File: src/rtl/core/tcc_pkg.sv
`timescale 1ns / 1ps
// ----------------------------------------------------------------------------
// tcc_pkg
// Shared sizes, types and helpers of the threshold component counter.
// ----------------------------------------------------------------------------
package tcc_pkg;

	localparam int unsigned MAX_ROWS   = 256;
	localparam int unsigned MAX_COLS   = 256;
	localparam int unsigned ROW_W      = $clog2(MAX_ROWS);
	localparam int unsigned COL_W      = $clog2(MAX_COLS);
	// map address is {row, col}; column count is a power of two
	localparam int unsigned ADDR_W     = ROW_W + COL_W;
	localparam int unsigned PTR_W      = ADDR_W + 1;
	localparam int unsigned DIM_W      = 9;
	localparam int unsigned PIX_W      = 8;
	localparam int unsigned SUM_W      = PIX_W + 2;
	localparam int unsigned CNT_W      = 16;
	localparam int unsigned THR_SCALE  = 3;

	// configuration register indexes; the last one is unused
	typedef enum logic [1:0] {
		CFG_ROWS      = 2'd0,
		CFG_COLS      = 2'd1,
		CFG_THRESHOLD = 2'd2,
		CFG_SPARE     = 2'd3
	} cfg_idx_t;

	typedef struct packed {
		logic              en;
		logic [ADDR_W-1:0] addr;
		logic              fg;
	} fg_wr_t;

	typedef struct packed {
		logic             busy;
		logic             done;
		logic [CNT_W-1:0] count;
	} lab_stat_t;

	// zero acts as one, anything above the limit acts as the limit
	function automatic logic [DIM_W-1:0] clamp_dim(input logic [DIM_W-1:0] v,
		input logic [DIM_W-1:0] lim);
		logic [DIM_W-1:0] r;
		r = v;
		if (v == '0) begin
			r = DIM_W'(1);
		end else if (v > lim) begin
			r = lim;
		end
		return r;
	endfunction

endpackage

File: src/rtl/core/tcc_loader.sv
`timescale 1ns / 1ps
// ----------------------------------------------------------------------------
// tcc_loader
// Raster write position and foreground threshold for incoming pixels.
// ----------------------------------------------------------------------------
module tcc_loader (
	input  logic                            clk,
	input  logic                            arst_n,
	input  logic                            take,
	input  logic [tcc_pkg::PIX_W-1:0]       red,
	input  logic [tcc_pkg::PIX_W-1:0]       green,
	input  logic [tcc_pkg::PIX_W-1:0]       blue,
	input  logic                            last_pixel,
	input  logic [tcc_pkg::DIM_W-1:0]       rows,
	input  logic [tcc_pkg::DIM_W-1:0]       cols,
	input  logic [tcc_pkg::PIX_W-1:0]       threshold,
	output tcc_pkg::fg_wr_t                 fg_wr
);

	logic [tcc_pkg::ROW_W-1:0] row_q;
	logic [tcc_pkg::COL_W-1:0] col_q;
	logic [tcc_pkg::DIM_W-1:0] row_a, col_a, row_n, col_n;
	logic [tcc_pkg::SUM_W-1:0] sum, limit;

	always_comb begin
		sum   = tcc_pkg::SUM_W'(red) + tcc_pkg::SUM_W'(green) + tcc_pkg::SUM_W'(blue);
		limit = tcc_pkg::SUM_W'(threshold) * tcc_pkg::SUM_W'(tcc_pkg::THR_SCALE);

		// move into the current size first if it shrank while loading
		col_a = tcc_pkg::DIM_W'(col_q);
		row_a = tcc_pkg::DIM_W'(row_q);
		if (col_a >= cols) begin
			col_a = '0;
			row_a = row_a + tcc_pkg::DIM_W'(1);
		end
		if (row_a >= rows) begin
			row_a = '0;
		end

		col_n = col_a + tcc_pkg::DIM_W'(1);
		row_n = row_a;
		if (col_n >= cols) begin
			col_n = '0;
			row_n = row_a + tcc_pkg::DIM_W'(1);
			if (row_n >= rows) begin
				row_n = '0;
			end
		end
		if (last_pixel) begin
			row_n = '0;
			col_n = '0;
		end

		fg_wr.en   = take;
		fg_wr.addr = {row_a[tcc_pkg::ROW_W-1:0], col_a[tcc_pkg::COL_W-1:0]};
		fg_wr.fg   = (sum >= limit);
	end

	always_ff @(posedge clk or negedge arst_n) begin
		if (!arst_n) begin
			row_q <= '0;
			col_q <= '0;
		end else if (take) begin
			row_q <= row_n[tcc_pkg::ROW_W-1:0];
			col_q <= col_n[tcc_pkg::COL_W-1:0];
		end
	end

endmodule

File: config.mk
export PLATFORM = sky130hd
export DESIGN_NAME = tcc_loader
export DESIGN_NICKNAME = d
export VERILOG_FILES = /design/src/rtl/core/tcc_pkg.sv /design/src/rtl/core/tcc_loader.sv
export SDC_FILE = /design/constraint.sdc
export NUM_CORES = 1
export LEC_CHECK = 0
export BUFFER_PORTS_ARGS = -buffer_cell sky130_fd_sc_hd__buf_4
export CORE_UTILIZATION = 24
export DETAILED_ROUTE_END_ITERATION = 8
export PLACE_DENSITY = 0.44
export SYNTH_ARGS = -nofsm -noshare
export SYNTH_HDL_FRONTEND = slang
export SYNTH_SLANG_ARGS = --single-unit
File: constraint.sdc
create_clock -name clk -period 10.7 [get_ports clk]
set_input_delay 1.07 -clock clk [delete_from_list [all_inputs] [get_ports clk]]
set_output_delay 1.07 -clock clk [all_outputs]
set_load 0.05 [all_outputs]
After elaboration in Yosys (flattened, before gate mapping)
Cells that the tools add are included.

Shift-type cells: 0. Reduce and logical (&&, ||, !) cells: 0. Bitwise gates (word level): 0. Add/subtract/negate cells: 5. Equal/unequal tests: 0. Divide/modulo/power cells: 0. $lt $le $gt $ge: 5. Multipliers: 1. Muxes and demuxes: 8.

Operator list (number): $mux 8 (6); $ge 9x9->1 (3); $add 8x1->9 const B (2); $mux 9 (2); $add 9x8->10 (1); $ge 10x10->1 (1); $mul 8x2->10 const B (1); $add 8x8->9 (1); $add 9x1->9 const B (1); $ge 8x9->1 (1).

Word-level logic and storage cells: 21. Memory bits (read-only): 0. Memories: 0. Memory bits (writable): 0. Bits in latches: 0. Output and inout bits: 18. Flip-flop bits (word level): 16.

Logic depth before layout (Yosys ltp)
Gate-level depths: netlist of the first run.

Depth after elaboration: 9. Gate-level depth with buffers: 26. Gate-level depth less buffers: 24.

Worst setup path after synthesis of the first run
Ideal clock, no wire load.

Path type: input port to flip-flop. From: input port cols[6] in the netlist's numbering. To: register row_q[6] in the netlist's numbering. Path buffers: 2. Arrival: 6.518 ns. Slack: 4.106 ns. Cell stages on the path: 24. Required time: 10.624 ns. Cell sequence: inv_1 ha_1 a211oi_2 o32ai_2 a21oi_2 buf_6 nor2_1 xnor2_2 ha_1 a21oi_1 nor2_1 a211oi_1 nand3_1 clkbuf_1 nor2_1 ha_1 o31a_1 nand3_1 o32ai_1 ha_1 a2111o_1 a311o_1 o32a_1 o21ai_1.

RTL lines: start, declared (RTL line tcc_loader.sv:15) `input logic [tcc_pkg::DIM_W-1:0] cols,`; end signal, assigned (RTL line tcc_loader.sv:64) `row_q <= row_n[tcc_pkg::ROW_W-1:0];`; end, declared (RTL line tcc_loader.sv:20) `logic [tcc_pkg::ROW_W-1:0] row_q;`.

Worst setup path after layout of the first run
From: input port cols[6] in the netlist's numbering. To: register row_q[6] in the netlist's numbering.

Longest elaborated chain between the ends: 9. Elaborated cells on any way between the ends: 12. Classes of those cells: add/sub: 2; order compare: 4; mux: 6.

RTL lines: $ge 8x9->1 (RTL line tcc_loader.sv:32) `if (col_a >= cols) begin`; $mux 9 (RTL line tcc_loader.sv:32); $ge 9x9->1 (RTL line tcc_loader.sv:36) `if (row_a >= rows) begin`; $mux 9 (RTL line tcc_loader.sv:36); $add 9x1->9 (RTL line tcc_loader.sv:44) `row_n = row_a + tcc_pkg::DIM_W'(1);`; $ge 9x9->1 (RTL line tcc_loader.sv:45) `if (row_n >= rows) begin`; $mux 8 (RTL line tcc_loader.sv:45); $mux 8 * (RTL line tcc_loader.sv:42) `if (col_n >= cols) begin`; $mux 8 * (RTL line tcc_loader.sv:49) `if (last_pixel) begin`.

Every way passes the cells marked *; elsewhere a longest branch is shown, timed or not. A chain may end at the register's enable or synchronous reset.

==> impl_metrics.ini, run 1 <==
[synth]
synth_commonest_cells = ha_1 (64), inv_1 (35), a21oi_1 (24), nand2_1 (20), nor2_1 (20)
seq_area_frac_synth = 0.134
synthAdderAreaFrac = 0.335
ys_warn_count = 0
synth_nets = 475
synth_top_family_by_area = adder cells
yosys-mux-area-fraction = 0.0105
yosys.area_share.simple = 0.182
synthXorXnorAreaFrac = 0.0875
ys_types = 55
syn_area_um2 = 2990
synth-seq-cells = 16
synth_top_area_frac = 0.268
synth_largest_area_cell = ha_1
synth-edff-count = 0
yosysMostFrequentCell = ha_1
synth_compound_area_frac = 0.192
yosys-top-cells-area = ha_1 (27%), dfrtp_1 (13%), fa_1 (6.7%)
avgSynthCellArea_um2 = 8.61
synthArstFlopShare = 1.00
synth_top_flop_cell = dfrtp_1
syn_inst = 347

[route]
via_count = 2653
wire_per_inst_um = 12.6
drt_iter0_markers = 131
viasPerCell = 4.56
postRouteAntennaNets = 0
first_pass_iters = 4
routed_wl_um = 7330
drcViolationCount = 0

[clock_tree]
cts_buffer_depth = 2
numCtsBuffers = 3
clk_latency_ns = 0.25
clk_root_buffer_cell = clkbuf_16
cts_setup_buffers = 0
h-tree-depth = 1
hold_buffers = 0
clock-sinks = 16
cts_tree = yes
post_cts_resize_count = 0
clkTransAtPathRegs_ns = 0.05

[flow_run]
cap_violations = 0

[floorplanning]
die_x_um = 114
rows = 40
ioPinCount = 72
die_area_um2 = 12900
die_y_um = 114
initial_core_util = 0.248
core_region_area_um2 = 12100

[power]
vdd_ir_drop_max_uv = 62.6
cellLeakagePower_nw = 1.97
p_per_area_nw_per_um2 = 76.8

[sta]
period_share = 0.657
setup_viol = 0
max_freq_ghz = 0.142
drv_slew = 0
min_period_ns = 7.03
finalSetupTns_ns = 0
worst_pin_slew_ns = 1.02
finalWorstSetupSlack_ns = 3.67
finClkSkew_ns = 0.00246
hold_viol = 0
slew_headroom = 0.317
rsz0062_at_grt = no
holdWs_ns = 0.576

[final_layout]
area_delta_synth_final_pct = 26.4
num_antenna_cells = 0
nNetsFinal = 543
drive_above_1_share = 0.205
area.sequential_um2 = 400
multi_input_area_um2 = 2410
final-instance-count-excl-fill = 582
nFillCells = 1313
final_util = 0.313

[global_route]
grt_start_max_net_pins = 27
grt_pass1_wl_um = 12600
antenna_found_initial = 0
grt_pass1_vias = 2745
grt_remaining_overflow = 0
grtUsageTotal = 0.119

[placement]
gp_congestion = 0.784
place_inst = 578
dpl.hpwl_um = 6210
post-place-ws_ns = 3.44
io_buffers = 71

[setup_path]
worstPathRequired_ns = 10.88
crit_chain = buf_4 -> inv_1 -> ha_1 -> a211oi_2 -> o32ai_2 -> a21oi_2 -> nor2_1 -> xnor2_2 -> ha_1 -> a21oi_1 -> nor2_1 -> a211oi_1 -> nand3_1 -> nor2_1 -> ha_1 -> o31a_1 -> nand3_1 -> o32ai_1 -> ha_1 -> a2111o_1 -> a311oi_1 -> a21oi_1 -> o21ai_1
max_stage_delay_ns = 0.75
slowest_stage = a21oi_2
critPathKind = in -> reg
cp.arrival_ns = 7.21
end_kind = flip-flop
startpoint_type = input pin
path_common_cell = ha_1
cp_max_fo = 26

[worst_hold_path]
worstHoldPathType = reg -> reg

[outcome]
status = complete, no violations
[worst max-delay path: cells and delay by family]
kind / cells / cell delay [ns]
compound gates: 11 / 3.12
xor+xnor: 1 / 0.30
fa+ha+maj: 4 / 1.17
buf+inv: 2 / 0.11
simple gates: 5 / 1.41
[state kept, by name, summed over array words and instances, names as in the netlist]
signal,flops
row_q,8
col_q,8
[layout make-up]
| cell class | instances | area share |
|---|---|---|
| clock buffer | 4 | 0.0235 |
| sequential | 16 | 0.106 |
| tap | 168 | 0.0557 |
| timing repair buffer | 71 | 0.141 |
| multi-input combinational | 288 | 0.639 |
| inverter | 35 | 0.0348 |
[worst paths after layout]
path                       startpoint  slack (ns)  endpoint  depth (start not counted)
setup / recovery              cols[6]        3.67  row_q[6]                         23
hold / removal               col_q[1]        0.58  col_q[1]                          1
setup reg to reg             col_q[6]        4.17  row_q[6]                         21
hold reg to reg              col_q[1]        0.58  col_q[1]                          1
max in group asynchronous      arst_n        9.83  col_q[2]                          1
min in group asynchronous      arst_n        0.68  row_q[0]                          1
[report_power, final]
part           switching, mW  leakage (nW)  internal, mW  total, mW
Combinational         0.0771          1.70        0.0672      0.144
Sequential           0.00153         0.221        0.0621     0.0636
Clock                 0.0252        0.0442        0.0569     0.0820
[cell families (layout without fill, tap and decap cells)]
kind of cell    count (synthesis)  in the layout
flops                          16             16
xor+xnor                       29             29
buf+inv                        43            110
simple gates                  101            101
compound gates                 81             81
mux                             3              3
fa+ha+maj                      74             74
[placed cells by master, fill, tap and decap left out, drive strengths merged, types with 2 or more instances in the layout]
cell type	Yosys	final
a21oi	27	27
o21ai	17	17
mux2i	2	2
nand4b	2	2
a221o	5	5
o21bai	3	3
a22o	7	7
nor3	4	4
o32ai	2	2
nor2b	13	13
clkbuf	3	4
nand3	9	9
nand2b	6	6
xnor2	14	14
a21o	6	6
or3	2	2
a211oi	3	3
dfrtp	16	16
buf	5	71
fa	10	10
and3	5	5
nor2	20	20
xor2	15	15
nand2	20	20
ha	64	64
o21a	2	2
and2	12	12
inv	35	35
[routing by layer]
layer,share of wire,GRT usage,routed length [um]
met3,0.049,0.0165,360
met5,0,0,0
met2,0.46,0.207,3340
met1,0.49,0.160,3600
met4,0.0053,0.0140,39
[through the flow]
step | total power [mW] | area (um2)
detailed placement | 0.212 | 3690
floorplan | 0.166 | 2990
global route | 0.316 | 3780
finish | 0.290 | 3780
CTS | 0.296 | 3780
global placement | 0.210 | 3690
Note: power is estimated with default switching activity, not from simulation.
==> inputs of run 2 (changes only) <==
PLACE_DENSITY = 0.46   (was 0.44)
clock period = 5.94 ns   (was 10.7 ns; I/O delays follow)
==> run 2 against run 1 <==
Effect of this change:
- worst setup slack got worse by 3.1 ns
- clock skew up 0.0045 ns
- clock power rose by 60%
- critical path type unchanged
==> impl_metrics.ini, run 2 (synthesized netlist as in run 1, its figures left out) <==
[global_route]
grt_remaining_overflow = 0
grt_pass1_vias = 2680
grt_start_max_net_pins = 17
grt_pass1_wl_um = 12700
antenna_found_initial = 0
grtUsageTotal = 0.120

[clock_tree]
hold_buffers = 0
cts_tree = yes
clkTransAtPathRegs_ns = 0.05
clk_latency_ns = 0.25
numCtsBuffers = 3
clock-sinks = 16
post_cts_resize_count = 0
h-tree-depth = 1
cts_buffer_depth = 2
cts_setup_buffers = 0
clk_root_buffer_cell = clkbuf_16

[route]
viasPerCell = 4.51
drcViolationCount = 0
via_count = 2657
wire_per_inst_um = 12.8
first_pass_iters = 4
drt_iter0_markers = 69
postRouteAntennaNets = 0
routed_wl_um = 7510

[sta]
finalSetupTns_ns = 0
min_period_ns = 5.36
setup_viol = 0
period_share = 0.902
finClkSkew_ns = 0.00699
slew_headroom = 0.662
drv_slew = 0
rsz0062_at_grt = no
max_freq_ghz = 0.187
hold_viol = 0
worst_pin_slew_ns = 0.506

[placement]
io_buffers = 71
dpl.hpwl_um = 6460
gp_congestion = 0.821
place_area_um2 = 3750

[floorplanning]
die_area_um2 = 12900
die_y_um = 114
rows = 40
die_x_um = 114
initial_core_util = 0.248
core_region_area_um2 = 12100
ioPinCount = 72

[final_layout]
drive_above_1_share = 0.223
fin_area_um2 = 3830
area_delta_synth_final_pct = 28.1
final_common_cell = buf_4
num_antenna_cells = 0
reg_top3 = col_q x8, row_q x8
final_util = 0.317
nNetsFinal = 551
layout_common_cells = buf_4 (79), ha_1 (64), inv_1 (35)

[setup_path]
end_kind = flip-flop
cp.arrival_ns = 5.54
startpoint_type = input pin
reg2reg_depth = 22
worstPathRequired_ns = 6.12
cp_max_fo = 8
critPathKind = in -> reg

[power]
vdd_ir_drop_max_uv = 152
p_per_area_nw_per_um2 = 133
p_total_mw = 0.508
cellLeakagePower_nw = 2.00

[worst_hold_path]
worstHoldPathType = in -> async

[flow_run]
cap_violations = 0

[outcome]
status = complete, no violations
==> run 2: changes by cell type in the layout (fill, tap and decap cells not counted) <==
cell	change
buf_4	+8
clkbuf_8	-1
nor2_1	-1
nor2_2	+1
nor2b_1	-1
nor2b_2	+1
==> run 2: stage by stage <==
stage	setup slack, ns	instances	hold WS, ns
floorplan	0.115	347	0.298
global placement	0.497	586	0.476
detailed placement	0.315	586	0.474
CTS	0.554	589	0.210
global route	0.133	589	0.220
finish	0.582	589	0.199
==> run 2: critical path, cell delays in order <==
cell	delay [ns]
buf_4	0.08
inv_1	0.04
ha_1	0.32
a211oi_2	0.24
o32ai_2	0.12
a21oi_2	0.30
buf_4	0.23
nand2b_1	0.18
xnor2_1	0.18
ha_1	0.29
a21oi_1	0.14
o21ai_0	0.10
nand4_1	0.10
nand3_1	0.16
nor2b_2	0.21
ha_1	0.21
o31a_1	0.19
nand3_1	0.17
o32ai_1	0.18
ha_1	0.32
a2111o_1	0.44
a311o_1	0.35
o32a_1	0.31
o21ai_1	0.08
==> run 2: report_power, final <==
part	leakage [nW]	switching, mW	internal (mW)
registers	0.221	0.00282	0.112
clock network	0.0370	0.0428	0.0884
logic	1.74	0.140	0.122
total	2.00	0.185	0.322
==> run 2: final timing paths <==
| kind | to | startpoint | slack (ns) |
|---|---|---|---|
| max in group asynchronous | row_q[5] | arst_n | 5.55 |
| worst min-delay path | row_q[3] | arst_n | 0.20 |
| min in group clk | col_q[1] | col_q[1] | 0.56 |
| worst min register to register | col_q[1] | col_q[1] | 0.56 |
| worst max-delay path | row_q[6] | cols[6] | 0.58 |
| worst max register to register | row_q[6] | col_q[6] | 0.62 |
==> run 2: layout make-up <==
| cell class | count | area [um2] |
|---|---|---|
| timing repair buffer | 79 | 593 |
| sequential | 16 | 400 |
| fill | 1303 | 8230 |
| clock buffer | 3 | 75.1 |
| inverter | 35 | 131 |
| multi-input combinational | 288 | 2420 |
| tap | 168 | 210 |
==> run 2: metal layers <==
| metal | wire [um] | up-vias | global-route usage |
|---|---|---|---|
| met1 | 3600 | 1195 | 0.163 |
| li1 | - | 1373 | - |
| met3 | 385 | 6 | 0.0181 |
| met4 | 70 | 0 | 0.0202 |
| met2 | 3460 | 83 | 0.204 |
| met5 | 0 | - | 0 |
==> inputs of run 3 (changes only) <==
ABC_AREA = 1   (was not set)
PLACE_DENSITY = 0.45   (was 0.46)
==> run 3 against run 2 <==
Effect of this change:
- sequential share of layout area is 0.66 points lower
- non-clock buffer count is 5 lower
- clock skew is 0.0053 ns lower
- worst hold slack better by 0.016 ns
- critical path depth is 10 higher
- global-route usage is 0.79 points higher
- critical path type unchanged
- critical endpoint is now row_q[2]
==> impl_metrics.ini, run 3 <==
[outcome]
status = complete, no violations

[power]
internal_power_mw = 0.333
cellLeakagePower_nw = 2.23
p_per_area_nw_per_um2 = 139
seqPwrFrac = 0.203
combinationalPowerShare = 0.566
vdd_ir_drop_max_uv = 133
clkPwrFrac = 0.232
switching_share = 0.413
p_sw_mw = 0.234

[floorplanning]
core_region_area_um2 = 13200
die_x_um = 119
die_y_um = 119
ioPinCount = 72
die_area_um2 = 14100
rows = 42
initial_core_util = 0.247

[sta]
worst_pin_slew_ns = 0.364
hold_viol = 0
period_share = 0.889
min_period_ns = 5.28
finClkSkew_ns = 0.00170
finalSetupTns_ns = 0
rsz0062_at_grt = no
setup_viol = 0
max_freq_ghz = 0.189
drv_slew = 0
slew_headroom = 0.756

[final_layout]
drive_above_1_share = 0.188
nNetsFinal = 668
final_common_cell = nand2_1
reg_top3 = col_q x8, row_q x8
final_util = 0.309
num_antenna_cells = 0
area_delta_synth_final_pct = 25.0
final-instance-count-excl-fill = 714
layout_common_cells = nand2_1 (87), inv_1 (84), buf_4 (74)
nFillCells = 1497

[synth]
synth_top_area_frac = 0.245
syn_area_um2 = 3270
ys_types = 42
seq_area_frac_synth = 0.122
ys_warn_count = 0
synth_commonest_cells = nand2_1 (87), inv_1 (84), ha_1 (64), nand3_1 (35), nor2_1 (33)
avgSynthCellArea_um2 = 7.03
yosysMostFrequentCell = nand2_1
synth_nets = 593
synth_top_flop_cell = dfrtp_1
synth-seq-cells = 16
synth_largest_area_cell = ha_1
synthArstFlopShare = 1.00
yosys-top-cells-area = ha_1 (24%), dfrtp_1 (12%), nand2_1 (10%)
syn_inst = 465
synth-edff-count = 0

[setup_path]
end_kind = flip-flop
max_stage_delay_ns = 0.31
worst-path-buf-inv = 5
critPathKind = in -> reg
cp.arrival_ns = 5.38
worstPathRequired_ns = 6.04
path_delay_family = simple AND/OR/NAND/NOR gates
startpoint_type = input pin
path_common_cell = nand2_1
slowest_stage = ha_1
cp_max_fo = 23

[route]
first_pass_iters = 4
via_count = 3252
drcViolationCount = 0
routed_wl_um = 8790
viasPerCell = 4.55
drt_iter0_markers = 152
postRouteAntennaNets = 0
wire_per_inst_um = 12.3

[global_route]
antenna_found_initial = 0
grt_pass1_vias = 3285
grt_start_max_net_pins = 24
grtUsageTotal = 0.128
grt_pass1_wl_um = 14900
grt_remaining_overflow = 0

[clock_tree]
cts_tree = yes
clk_root_buffer_cell = clkbuf_16
cts_setup_buffers = 0
hold_buffers = 0
clk_latency_ns = 0.25
clkTransAtPathRegs_ns = 0.05
clock-sinks = 16
numCtsBuffers = 3
cts_buffer_depth = 2
h-tree-depth = 1
post_cts_resize_count = 0

[placement]
io_buffers = 71
place_inst = 711
gp_congestion = 0.798
dpl.hpwl_um = 7640

[worst_hold_path]
worstHoldPathType = in -> async

[flow_run]
cap_violations = 0
-- run 3: changes by cell type after synthesis, sizes merged, moves of 9 or more --
| cell | previous run | this run |
|---|---|---|
| inv | 35 | 88 |
| nand2 | 20 | 95 |
| nand3 | 9 | 37 |
| nand4 | 1 | 14 |
| nor2 | 20 | 40 |
| nor2b | 13 | 0 |
| xnor2 | 14 | 5 |
-- run 3: routing by layer --
| metal | up-vias | track usage | wire length (um) |
|---|---|---|---|
| met5 | - | 0 | 0 |
| met4 | 0 | 0.0222 | 129 |
| met3 | 10 | 0.0179 | 413 |
| met2 | 75 | 0.241 | 4300 |
| met1 | 1479 | 0.155 | 3950 |
| li1 | 1688 | - | - |
-- run 3: cell type report --
| class | instances | area (um2) | area share |
|---|---|---|---|
| timing repair buffer | 74 | 556 | 0.136 |
| inverter | 89 | 334 | 0.0818 |
| clock buffer | 3 | 75.1 | 0.0184 |
| multi-input combinational | 356 | 2500 | 0.612 |
| tap | 176 | 220 | 0.0539 |
| sequential | 16 | 400 | 0.0980 |
-- run 3: power by group through the flow --
stage	Clock (mW)	Sequential, mW	Combinational, mW
global route	0.141	0.115	0.369
CTS	0.136	0.115	0.327
finish	0.131	0.115	0.321
detailed placement	0	0.117	0.325
floorplan	0	0.116	0.224
global placement	0	0.117	0.321
-- run 3: kinds of logic (layout without fill, tap and decap cells) --
group	Yosys count	in the layout	synth area share
and+or+nand+nor	203	203	0.300
buffers and inverters	93	166	0.113
adders and majority gates	74	74	0.306
AOI/OAI and AO/OA	59	59	0.105
xor gates and xnor gates	20	20	0.0536
DFF	16	16	0.122
-- run 3: through the flow --
step           total power [mW]  worst slack (ns)  hold WS, ns  area [um2]
6_report                  0.567             0.659        0.216        4090
5_1_grt                   0.625             0.194        0.220        4090
4_1_cts                   0.578             0.639        0.215        4090
3_5_place_dp              0.442             0.398        0.479        4010
3_3_place_gp              0.438             0.559        0.480        4010
2_1_floorplan             0.340             0.595        0.298        3270
-- run 3: path summary, 6_finish.rpt --
check / start / end / slack [ns] / depth (start not counted)
setup / recovery: cols[6] / row_q[2] / 0.66 / 34
hold / removal: arst_n / row_q[1] / 0.22 / 1
setup reg to reg: col_q[4] / row_q[2] / 0.74 / 32
hold reg to reg: row_q[6] / row_q[6] / 0.52 / 2
max in group asynchronous: arst_n / col_q[6] / 5.53 / 1
min in group clk: row_q[6] / row_q[6] / 0.52 / 2
